<file path="src/rtl/core/i2cms_pkg.sv">
// ----------------------------------------------------------------------------
// i2cms_pkg
// Types, codes and sizes shared by the I2C master transfer sequencer.
// ----------------------------------------------------------------------------
`default_nettype none

package i2cms_pkg;

    // frame buffer: entry 0 is the address byte, payload follows
    localparam int unsigned BUF_DEPTH = 16;
    localparam int unsigned ADDR_W    = $clog2(BUF_DEPTH);
    // byte pointer and frame length run up to BUF_DEPTH inclusive
    localparam int unsigned PTR_W     = $clog2(BUF_DEPTH + 1);
    // compare width for host index arithmetic (index field is 4 bits, +1)
    localparam int unsigned CMP_W     = (PTR_W > 5) ? PTR_W : 5;

    typedef enum logic [1:0] {
        REQ_WRITE = 2'd0,
        REQ_START = 2'd1,
        REQ_EVENT = 2'd2,
        REQ_READ  = 2'd3
    } t_req;

    // bus status codes; anything above ST_ARB_LOST is an error
    localparam logic [3:0] ST_START      = 4'd0;
    localparam logic [3:0] ST_REP_START  = 4'd1;
    localparam logic [3:0] ST_TX_ADR_ACK = 4'd2;
    localparam logic [3:0] ST_TX_DAT_ACK = 4'd3;
    localparam logic [3:0] ST_RX_DAT_ACK = 4'd4;
    localparam logic [3:0] ST_RX_ADR_ACK = 4'd5;
    localparam logic [3:0] ST_RX_DAT_NAK = 4'd6;
    localparam logic [3:0] ST_ARB_LOST   = 4'd7;

    typedef enum logic [2:0] {
        ACT_NONE    = 3'd0,
        ACT_SEND    = 3'd1,
        ACT_RACK    = 3'd2,
        ACT_RNACK   = 3'd3,
        ACT_STOP    = 3'd4,
        ACT_RESTART = 3'd5,
        ACT_ABORT   = 3'd6,
        ACT_START   = 3'd7
    } t_action;

    typedef struct packed {
        logic [1:0] req_type;
        logic [3:0] buf_index;
        logic [7:0] host_byte;
        logic [3:0] length;
        logic [3:0] bus_status;
        logic [7:0] rx_byte;
    } t_req_item;

    // buffer RAM access, at most one per transaction
    typedef struct packed {
        logic              we;
        logic              re;
        logic [ADDR_W-1:0] addr;
        logic [7:0]        wdata;
    } t_mem_req;

    // result fields known at accept time; RAM read data joins them when stage 1 moves to the output
    typedef struct packed {
        t_action action;
        logic    use_tx;
        logic    use_rd;
        logic    read_valid;
        logic    send_ok;
        logic    recv_ok;
        logic    busy;
        logic    was_busy;
    } t_s1_info;

endpackage

`default_nettype wire

</file>
<file path="src/rtl/core/i2cms_if.sv">
// ----------------------------------------------------------------------------
// i2cms request / response channels
// Valid/ready channels carrying host requests and sequencer results.
// ----------------------------------------------------------------------------
`default_nettype none

interface i2cms_req_if;
    logic       valid;
    logic       ready;
    logic [1:0] req_type;
    logic [3:0] buf_index;
    logic [7:0] host_byte;
    logic [3:0] length;
    logic [3:0] bus_status;
    logic [7:0] rx_byte;

    modport source (
        output valid, req_type, buf_index, host_byte, length, bus_status, rx_byte,
        input  ready
    );
    modport sink (
        input  valid, req_type, buf_index, host_byte, length, bus_status, rx_byte,
        output ready
    );
endinterface

interface i2cms_rsp_if;
    logic       valid;
    logic       ready;
    logic [2:0] action;
    logic [7:0] tx_byte;
    logic [7:0] read_byte;
    logic       read_valid;
    logic       send_ok;
    logic       recv_ok;
    logic       busy_res;
    logic       was_busy;

    modport source (
        output valid, action, tx_byte, read_byte, read_valid, send_ok, recv_ok,
               busy_res, was_busy,
        input  ready
    );
    modport sink (
        input  valid, action, tx_byte, read_byte, read_valid, send_ok, recv_ok,
               busy_res, was_busy,
        output ready
    );
endinterface

`default_nettype wire

</file>
<file path="src/rtl/core/i2c_master_transfer_sequencer_unit.sv">
// Path: an accepted transaction goes through the stage 1 register and then the
// output register. Throughput: one transaction per cycle unless the output
// stalls; each does at most one single-port frame buffer RAM access, which sets that rate.
// Reset: synchronous, active low; clears pointer, length, flags and pipeline.
// The frame buffer has no reset; an entry read before it is written is
// undefined.
// ----------------------------------------------------------------------------
// i2c_master_transfer_sequencer_unit
// I2C master transfer sequencer: frame buffer RAM, control and result stages.
// ----------------------------------------------------------------------------
`default_nettype none

module i2c_master_transfer_sequencer_unit
    import i2cms_pkg::*;
(
    input  wire logic     i_clk,
    input  wire logic     i_rst_n,
    i2cms_req_if.sink     i_req,
    i2cms_rsp_if.source   o_rsp
);

    t_req_item item;
    t_mem_req  mem;
    t_s1_info  info;
    logic      accept;
    logic      move;
    logic [7:0] rdata;

    logic     r_s1_valid;
    t_s1_info r_s1;

    logic       r_out_valid;
    t_action    r_out_action;
    logic [7:0] r_out_tx;
    logic [7:0] r_out_rd;
    logic       r_out_rvalid;
    logic       r_out_send_ok;
    logic       r_out_recv_ok;
    logic       r_out_busy;
    logic       r_out_was_busy;

    assign item.req_type   = i_req.req_type;
    assign item.buf_index  = i_req.buf_index;
    assign item.host_byte  = i_req.host_byte;
    assign item.length     = i_req.length;
    assign item.bus_status = i_req.bus_status;
    assign item.rx_byte    = i_req.rx_byte;

    // stage 1 drains into the output register whenever that is free or taken
    assign move        = r_s1_valid && (!r_out_valid || o_rsp.ready);
    assign i_req.ready = !r_s1_valid || move;
    assign accept      = i_req.valid && i_req.ready;

    i2cms_ctrl u_ctrl (
        .i_clk    (i_clk),
        .i_rst_n  (i_rst_n),
        .i_accept (accept),
        .i_item   (item),
        .o_mem    (mem),
        .o_info   (info)
    );

    // read data holds until the next accepted read, so a stalled stage 1 keeps it
    i2cms_ram #(
        .WIDTH (8),
        .DEPTH (BUF_DEPTH)
    ) u_buf (
        .i_clk   (i_clk),
        .i_we    (accept && mem.we),
        .i_re    (accept && mem.re),
        .i_addr  (mem.addr),
        .i_wdata (mem.wdata),
        .o_rdata (rdata)
    );

    always_ff @(posedge i_clk) begin
        if (!i_rst_n) begin
            r_s1_valid <= 1'b0;
        end else if (accept) begin
            r_s1_valid <= 1'b1;
        end else if (move) begin
            r_s1_valid <= 1'b0;
        end
    end

    always_ff @(posedge i_clk) begin
        if (accept) begin
            r_s1 <= info;
        end
    end

    always_ff @(posedge i_clk) begin
        if (!i_rst_n) begin
            r_out_valid <= 1'b0;
        end else if (move) begin
            r_out_valid <= 1'b1;
        end else if (o_rsp.ready) begin
            r_out_valid <= 1'b0;
        end
    end

    always_ff @(posedge i_clk) begin
        if (move) begin
            r_out_action   <= r_s1.action;
            r_out_tx       <= r_s1.use_tx ? rdata : 8'd0;
            r_out_rd       <= r_s1.use_rd ? rdata : 8'd0;
            r_out_rvalid   <= r_s1.read_valid;
            r_out_send_ok  <= r_s1.send_ok;
            r_out_recv_ok  <= r_s1.recv_ok;
            r_out_busy     <= r_s1.busy;
            r_out_was_busy <= r_s1.was_busy;
        end
    end

    assign o_rsp.valid      = r_out_valid;
    assign o_rsp.action     = r_out_action;
    assign o_rsp.tx_byte    = r_out_tx;
    assign o_rsp.read_byte  = r_out_rd;
    assign o_rsp.read_valid = r_out_rvalid;
    assign o_rsp.send_ok    = r_out_send_ok;
    assign o_rsp.recv_ok    = r_out_recv_ok;
    assign o_rsp.busy_res   = r_out_busy;
    assign o_rsp.was_busy   = r_out_was_busy;

`ifndef SYNTHESIS
    // a byte is only sent while the transfer keeps running
    a_send_keeps_busy: assert property (@(posedge i_clk) disable iff (!i_rst_n)
        (r_out_valid && (r_out_action == ACT_SEND)) |-> r_out_busy)
        else $error("send action reported with transfer not busy");

    // a valid host read implies a completed receive and no bus action
    a_read_valid_flags: assert property (@(posedge i_clk) disable iff (!i_rst_n)
        (r_out_valid && r_out_rvalid) |-> (r_out_recv_ok && (r_out_action == ACT_NONE)))
        else $error("read valid without completed receive");

    // input only stalls when both result stages are full
    a_stall_only_full: assert property (@(posedge i_clk) disable iff (!i_rst_n)
        !i_req.ready |-> (r_s1_valid && r_out_valid))
        else $error("input stalled with a free result stage");

    // a start transaction reaches the output with busy set
    a_start_busy: assert property (@(posedge i_clk) disable iff (!i_rst_n)
        (r_out_valid && (r_out_action == ACT_START)) |-> (r_out_busy && !r_out_send_ok))
        else $error("start result without busy");
`endif

endmodule

`default_nettype wire

</file>
<file path="src/rtl/core/i2cms_ram.sv">
// ----------------------------------------------------------------------------
// i2cms_ram
// Single-port synchronous RAM, registered read with read enable.
// ----------------------------------------------------------------------------
`default_nettype none

module i2cms_ram #(
    parameter int unsigned WIDTH = 8,
    parameter int unsigned DEPTH = 16
) (
    input  wire logic                     i_clk,
    input  wire logic                     i_we,
    input  wire logic                     i_re,
    input  wire logic [$clog2(DEPTH)-1:0] i_addr,
    input  wire logic [WIDTH-1:0]         i_wdata,
    output logic      [WIDTH-1:0]         o_rdata
);

    logic [WIDTH-1:0] r_mem [DEPTH];
    logic [WIDTH-1:0] r_rdata;

    always_ff @(posedge i_clk) begin
        if (i_we) begin
            r_mem[i_addr] <= i_wdata;
        end
        if (i_re) begin
            r_rdata <= r_mem[i_addr];
        end
    end

    assign o_rdata = r_rdata;

endmodule

`default_nettype wire

</file>
<file path="src/rtl/core/i2cms_ctrl.sv">
// ----------------------------------------------------------------------------
// i2cms_ctrl
// Transfer control: pointer, length and flags, bus action decision and the
// buffer access for each transaction.
// ----------------------------------------------------------------------------
`default_nettype none

module i2cms_ctrl
    import i2cms_pkg::*;
(
    input  wire logic      i_clk,
    input  wire logic      i_rst_n,
    input  wire logic      i_accept,
    input  wire t_req_item i_item,
    output t_mem_req       o_mem,
    output t_s1_info       o_info
);

    logic [PTR_W-1:0] r_ptr, n_ptr;
    logic [PTR_W-1:0] r_len, n_len;
    logic             r_send_ok, n_send_ok;
    logic             r_recv_ok, n_recv_ok;
    logic             r_busy, n_busy;

    always_ff @(posedge i_clk) begin
        if (!i_rst_n) begin
            r_ptr     <= '0;
            r_len     <= '0;
            r_send_ok <= 1'b0;
            r_recv_ok <= 1'b0;
            r_busy    <= 1'b0;
        end else if (i_accept) begin
            r_ptr     <= n_ptr;
            r_len     <= n_len;
            r_send_ok <= n_send_ok;
            r_recv_ok <= n_recv_ok;
            r_busy    <= n_busy;
        end
    end

    logic [CMP_W-1:0] idx_ext, idx_p1, len_ext;
    logic [PTR_W-1:0] ptr_eff;
    logic [PTR_W-1:0] ptr_adv;
    logic             ptr_in_buf;
    logic [PTR_W:0]   ptr_p1;

    always_comb begin
        idx_ext    = CMP_W'(i_item.buf_index);
        idx_p1     = idx_ext + CMP_W'(1);
        len_ext    = CMP_W'(i_item.length);
        ptr_in_buf = (r_ptr < PTR_W'(BUF_DEPTH));
        ptr_adv    = ptr_in_buf ? (r_ptr + PTR_W'(1)) : r_ptr;
        // start and repeated start rewind to the address byte
        ptr_eff    = ((i_item.bus_status == ST_START) ||
                      (i_item.bus_status == ST_REP_START)) ? '0 : r_ptr;
        ptr_p1     = {1'b0, r_ptr} + (PTR_W+1)'(1);

        n_ptr     = r_ptr;
        n_len     = r_len;
        n_send_ok = r_send_ok;
        n_recv_ok = r_recv_ok;
        n_busy    = r_busy;

        o_mem        = '0;
        o_info       = '0;
        o_info.action = ACT_NONE;

        case (t_req'(i_item.req_type))
            REQ_WRITE: begin
                if (idx_ext < CMP_W'(BUF_DEPTH)) begin
                    o_mem.we    = 1'b1;
                    o_mem.addr  = ADDR_W'(i_item.buf_index);
                    o_mem.wdata = i_item.host_byte;
                end
            end
            REQ_START: begin
                o_info.was_busy = r_busy;
                if (len_ext > CMP_W'(BUF_DEPTH - 1)) begin
                    n_len = PTR_W'(BUF_DEPTH);
                end else begin
                    n_len = PTR_W'(i_item.length) + PTR_W'(1);
                end
                n_ptr         = '0;
                n_send_ok     = 1'b0;
                n_recv_ok     = 1'b0;
                n_busy        = 1'b1;
                o_info.action = ACT_START;
            end
            REQ_EVENT: begin
                if (r_busy) begin
                    case (i_item.bus_status)
                        ST_START, ST_REP_START, ST_TX_ADR_ACK, ST_TX_DAT_ACK: begin
                            if ((ptr_eff < r_len) && (ptr_eff < PTR_W'(BUF_DEPTH))) begin
                                n_send_ok     = 1'b0;
                                o_mem.re      = 1'b1;
                                o_mem.addr    = ADDR_W'(ptr_eff);
                                o_info.use_tx = 1'b1;
                                n_ptr         = ptr_eff + PTR_W'(1);
                                o_info.action = ACT_SEND;
                            end else begin
                                n_ptr         = ptr_eff;
                                n_send_ok     = 1'b1;
                                n_busy        = 1'b0;
                                o_info.action = ACT_STOP;
                            end
                        end
                        ST_RX_DAT_ACK: begin
                            if (ptr_in_buf) begin
                                o_mem.we    = 1'b1;
                                o_mem.addr  = ADDR_W'(r_ptr);
                                o_mem.wdata = i_item.rx_byte;
                            end
                            n_ptr     = ptr_adv;
                            n_recv_ok = 1'b0;
                            if (({1'b0, ptr_adv} + (PTR_W+1)'(1)) < {1'b0, r_len}) begin
                                o_info.action = ACT_RACK;
                            end else begin
                                o_info.action = ACT_RNACK;
                            end
                        end
                        ST_RX_ADR_ACK: begin
                            n_recv_ok = 1'b0;
                            if (ptr_p1 < {1'b0, r_len}) begin
                                o_info.action = ACT_RACK;
                            end else begin
                                o_info.action = ACT_RNACK;
                            end
                        end
                        ST_RX_DAT_NAK: begin
                            if (ptr_in_buf) begin
                                o_mem.we    = 1'b1;
                                o_mem.addr  = ADDR_W'(r_ptr);
                                o_mem.wdata = i_item.rx_byte;
                            end
                            n_recv_ok     = 1'b1;
                            n_busy        = 1'b0;
                            o_info.action = ACT_STOP;
                        end
                        ST_ARB_LOST: begin
                            o_info.action = ACT_RESTART;
                        end
                        default: begin
                            n_busy        = 1'b0;
                            o_info.action = ACT_ABORT;
                        end
                    endcase
                end
            end
            REQ_READ: begin
                if (r_recv_ok) begin
                    o_info.read_valid = 1'b1;
                    if (idx_p1 < CMP_W'(BUF_DEPTH)) begin
                        o_mem.re      = 1'b1;
                        o_mem.addr    = ADDR_W'(idx_p1);
                        o_info.use_rd = 1'b1;
                    end
                end
            end
            default: begin
                o_info.action = ACT_NONE;
            end
        endcase

        o_info.send_ok = n_send_ok;
        o_info.recv_ok = n_recv_ok;
        o_info.busy    = n_busy;
    end

endmodule

`default_nettype wire
</file>
<file path="src/flat_wrapper.sv">
// flat-port wrapper written by rule: the top's interface ports become plain ports
module i2c_master_transfer_sequencer_unit_flat import i2cms_pkg::*;
  (i_clk, i_rst_n, i_req_valid, i_req_req_type, i_req_buf_index, i_req_host_byte, i_req_length, i_req_bus_status, i_req_rx_byte, i_req_ready, o_rsp_valid, o_rsp_action, o_rsp_tx_byte, o_rsp_read_byte, o_rsp_read_valid, o_rsp_send_ok, o_rsp_recv_ok, o_rsp_busy_res, o_rsp_was_busy, o_rsp_ready);
  i2cms_req_if i_req_i ();
  i2cms_rsp_if o_rsp_i ();
  input  wire logic i_clk;
  input  wire logic i_rst_n;
  input wire logic [$bits(i_req_i.valid)-1:0] i_req_valid;
  input wire logic [$bits(i_req_i.req_type)-1:0] i_req_req_type;
  input wire logic [$bits(i_req_i.buf_index)-1:0] i_req_buf_index;
  input wire logic [$bits(i_req_i.host_byte)-1:0] i_req_host_byte;
  input wire logic [$bits(i_req_i.length)-1:0] i_req_length;
  input wire logic [$bits(i_req_i.bus_status)-1:0] i_req_bus_status;
  input wire logic [$bits(i_req_i.rx_byte)-1:0] i_req_rx_byte;
  output wire logic [$bits(i_req_i.ready)-1:0] i_req_ready;
  output wire logic [$bits(o_rsp_i.valid)-1:0] o_rsp_valid;
  output wire logic [$bits(o_rsp_i.action)-1:0] o_rsp_action;
  output wire logic [$bits(o_rsp_i.tx_byte)-1:0] o_rsp_tx_byte;
  output wire logic [$bits(o_rsp_i.read_byte)-1:0] o_rsp_read_byte;
  output wire logic [$bits(o_rsp_i.read_valid)-1:0] o_rsp_read_valid;
  output wire logic [$bits(o_rsp_i.send_ok)-1:0] o_rsp_send_ok;
  output wire logic [$bits(o_rsp_i.recv_ok)-1:0] o_rsp_recv_ok;
  output wire logic [$bits(o_rsp_i.busy_res)-1:0] o_rsp_busy_res;
  output wire logic [$bits(o_rsp_i.was_busy)-1:0] o_rsp_was_busy;
  input wire logic [$bits(o_rsp_i.ready)-1:0] o_rsp_ready;
  assign i_req_i.valid = i_req_valid;
  assign i_req_i.req_type = i_req_req_type;
  assign i_req_i.buf_index = i_req_buf_index;
  assign i_req_i.host_byte = i_req_host_byte;
  assign i_req_i.length = i_req_length;
  assign i_req_i.bus_status = i_req_bus_status;
  assign i_req_i.rx_byte = i_req_rx_byte;
  assign i_req_ready = i_req_i.ready;
  assign o_rsp_valid = o_rsp_i.valid;
  assign o_rsp_action = o_rsp_i.action;
  assign o_rsp_tx_byte = o_rsp_i.tx_byte;
  assign o_rsp_read_byte = o_rsp_i.read_byte;
  assign o_rsp_read_valid = o_rsp_i.read_valid;
  assign o_rsp_send_ok = o_rsp_i.send_ok;
  assign o_rsp_recv_ok = o_rsp_i.recv_ok;
  assign o_rsp_busy_res = o_rsp_i.busy_res;
  assign o_rsp_was_busy = o_rsp_i.was_busy;
  assign o_rsp_i.ready = o_rsp_ready;
  i2c_master_transfer_sequencer_unit u_core (.i_clk(i_clk), .i_rst_n(i_rst_n), .i_req(i_req_i), .o_rsp(o_rsp_i));
endmodule
</file>
<file path="config.mk">
export PLATFORM = sky130hd
export DESIGN_NAME = i2c_master_transfer_sequencer_unit_flat
export DESIGN_NICKNAME = d
export VERILOG_FILES = /design/src/rtl/core/i2cms_pkg.sv /design/src/rtl/core/i2cms_if.sv /design/src/rtl/core/i2c_master_transfer_sequencer_unit.sv /design/src/rtl/core/i2cms_ram.sv /design/src/rtl/core/i2cms_ctrl.sv /design/src/flat_wrapper.sv
export SDC_FILE = /design/constraint.sdc
export NUM_CORES = 1
export LEC_CHECK = 0
export ABC_AREA = 1
export CAP_MARGIN = 20
export CORE_MARGIN = 8
export CORE_UTILIZATION = 40
export CTS_CLUSTER_DIAMETER = 50
export DETAILED_ROUTE_END_ITERATION = 10
export DONT_BUFFER_PORTS = 1
export SYNTH_ARGS = -nofsm -noshare
export SYNTH_HDL_FRONTEND = slang
export SYNTH_HIERARCHICAL = 1
export SYNTH_SLANG_ARGS = --single-unit
</file>
<file path="constraint.sdc">
create_clock -name i_clk -period 3.3 [get_ports i_clk]
set_input_delay 0.33 -clock i_clk [delete_from_list [all_inputs] [get_ports i_clk]]
set_output_delay 0.33 -clock i_clk [all_outputs]
set_load 0.005 [all_outputs]
</file>
==> results.cfg <==
[flow_run]
cap_violations = 0

[clocking]
insertion_delay_ns = 0.43
clockBufferDepth = 2
cts_buffers = 17
cts_setup_buffers = 0
cts.sinks = 185
clock-root-buffer = clkbuf_16
htree_levels = 4
cts.clk_slew.worst_paths_ns = 0.07
cts_tree = built

[final_layout]
final_cell_mix = nand2_1, edfxtp_1, inv_1
layout_commonest_cell = nand2_1
nets = 1027
layout-area-overhead-vs-synth_pct = 13.86
fin_cells = 1261
antennaDiodeCount = 0
final_area_um2 = 10020
drive_gt1_frac = 0.1193

[drt]
first_iter_violations = 394
drt_pass1_iterations = 5
vias_per_cell = 4.845
final_antenna_net_count = 0
vias = 6110
drc = 0
wl_um = 19740
wl_per_cell_um = 15.66

[worst_setup_path]
cp.arrival_ns = 3.18
cp_max_fo = 36
worst_setup_path_start_kind = flop
path_class = reg2reg
crit_path_end_kind = flop
cp.required_ns = 3.49

[placement]
gp_congestion = 0.9211
placed_cells = 1227
post-dp-hpwl_um = 14050
post_dp_cell_area_um2 = 9410
port_buffers = 0

[timing]
rsz0062_at_grt = false
finClkSkew_ns = 0.009881
finalCriticalPeriod_ns = 2.997
fmax_ghz = 0.3337
fin_setup_tns_ns = 0
final.period_utilization = 0.9081
hold_viol_final = 0
slew_violations = 0
hold_ws_ns = 0.02657
relSlewSlack = 0.6556
worstMarginPinSlew_ns = 0.5166
setup_violations = 0

[logic_synthesis]
synth.distinct_cells = 40
yosysWarnings = 6
yosys_register_bits = 185
seq_area_frac_synth = 0.6139
syn_nets = 990
synth_edf_count = 170
synth-async-reset-ratio = 0
netlist_area_um2 = 8805
avgSynthCellArea_um2 = 9.457
synth_ff_type = edfxtp_1
syn_inst = 931

[hold_path]
hold_class = in2reg

[floorplanning]
initial_core_util = 0.4060
die_area_um2 = 27020
rows = 54
dieWidth_um = 164.4
ios = 60
core_um2 = 21690
fp.dieH_um = 164.4

[global_route]
use_met3 = 0.03409
grt_max_degree = 37
grt_pass1_wl_um = 31570
grt_usage = 0.1541
grt_antenna_before_repair = 0
use_met1 = 0.2001
grtUsageMet2 = 0.2520
grt.overflow.total = 0
top_usage_layer = met2
grt_pass1_vias = 5902

[power]
leakage_nw = 4.468
p_total_mw = 4.917
ir_drop_mv = 0.2474
power_density_nw_per_um2 = 490.5

[outcome]
status = finished, final reports clean
==> cells in the mapped netlist, drive strengths merged, types with 3 or more instances <==
master | number | area share
buf | 24 | 0.016
a31oi | 3 | 0.0021
nor2 | 39 | 0.019
xnor2 | 4 | 0.0040
a21oi | 31 | 0.018
edfxtp | 170 | 0.58
inv | 93 | 0.040
o21ai | 23 | 0.014
nand3 | 36 | 0.023
clkbuf | 5 | 0.0021
nand2 | 440 | 0.19
clkinv | 3 | 0.0014
dfxtp | 15 | 0.034
nand4 | 4 | 0.0063
ha | 25 | 0.036
==> where the power goes <==
part           total [mW]  switching (mW)  internal, mW
sequential           2.60          0.0172          2.58
clock                1.99           0.919          1.07
combinational       0.329           0.226         0.103
==> sequential cells by signal, summed over array words and instances (netlist names), 3 cells and up <==
| name | flops |
|---|---|
| u_core/u_ctrl/r_ptr | 5 |
| u_core/r_s1 | 10 |
| u_core/o_rsp.read_byte | 8 |
| u_core/u_ctrl/r_len | 5 |
| u_core/o_rsp.tx_byte | 8 |
| u_core/u_buf/r_mem | 128 |
| u_core/o_rsp.action | 3 |
| u_core/u_buf/o_rdata | 8 |
==> routing by layer <==
layer	routed length, um	part of all wire
met1	8998	0.46
met5	0	0
met4	206	0.010
met3	1150	0.058
met2	9388	0.48
==> worst max-delay path, cell delays in order, from the launching register on <==
cell and delay, ns:
dfxtp_1 0.33, inv_1 0.07, nor2_2 0.17, ha_1 0.26, nand2_1 0.06, a21oi_1 0.07, nor2_2 0.22, nand3_4 0.13
clkinv_2 0.07, ha_1 0.14, a32o_1 0.11, nand2_1 0.08, a21oi_4 0.22, inv_2 0.10, buf_12 0.18, nand2_1 0.07
nand2_1 0.04, nand2_1 0.05, nand2_1 0.07, nand2_1 0.09, nand2_1 0.08, inv_1 0.06, nand2_1 0.06
==> repair_timing <==
item,CTS,global route
hold buffers,1,0
gates resized for setup,0,2
setup endpoints to repair,0,10
hold endpoints to repair,1,0
==> cell families after synthesis <==
| group | share of synthesized area |
|---|---|
| muxes | 0.001137 |
| DFF | 0.6139 |
| adders and majority gates | 0.03553 |
| buffers and inverters | 0.05940 |
| and+or+nand+nor | 0.2424 |
| xor gates and xnor gates | 0.005968 |
| AOI/OAI and AO/OA | 0.04164 |
==> worst paths after layout <==
path | from | endpoint | cells past startpoint | slack, ns
max | u_core/u_ctrl/r_ptr[2] | u_core/u_buf/o_rdata[0] | 22 | 0.30
min | i_rst_n | u_core/u_ctrl/r_len[1] | 2 | 0.03
max reg2reg | u_core/u_ctrl/r_ptr[2] | u_core/u_buf/o_rdata[0] | 22 | 0.30
min reg2reg | u_core/r_s1[8] | u_core/o_rsp.action[1] | 0 | 0.42
==> layout make-up <==
cell class | count | area (um2)
Tap cell | 280 | 350.3
Timing Repair Buffer | 47 | 387.9
Multi-Input combinational cell | 621 | 2938
Fill cell | 2026 | 11660
Clock buffer | 17 | 425.4
Inverter | 96 | 361.6
Sequential cell | 185 | 5405
Clock inverter | 15 | 156.4
==> metrics by stage <==
stage / worst slack, ns / utilization
finish: 0.3032 / 0.4622
global route: 0.002661 / 0.4622
CTS: 0.2765 / 0.4612
detailed placement: 0.08669 / 0.4339
global placement: 0.1206 / 0.4339
floorplan: -0.1269 / -
No activity file was read; power rests on OpenSTA's default activity.
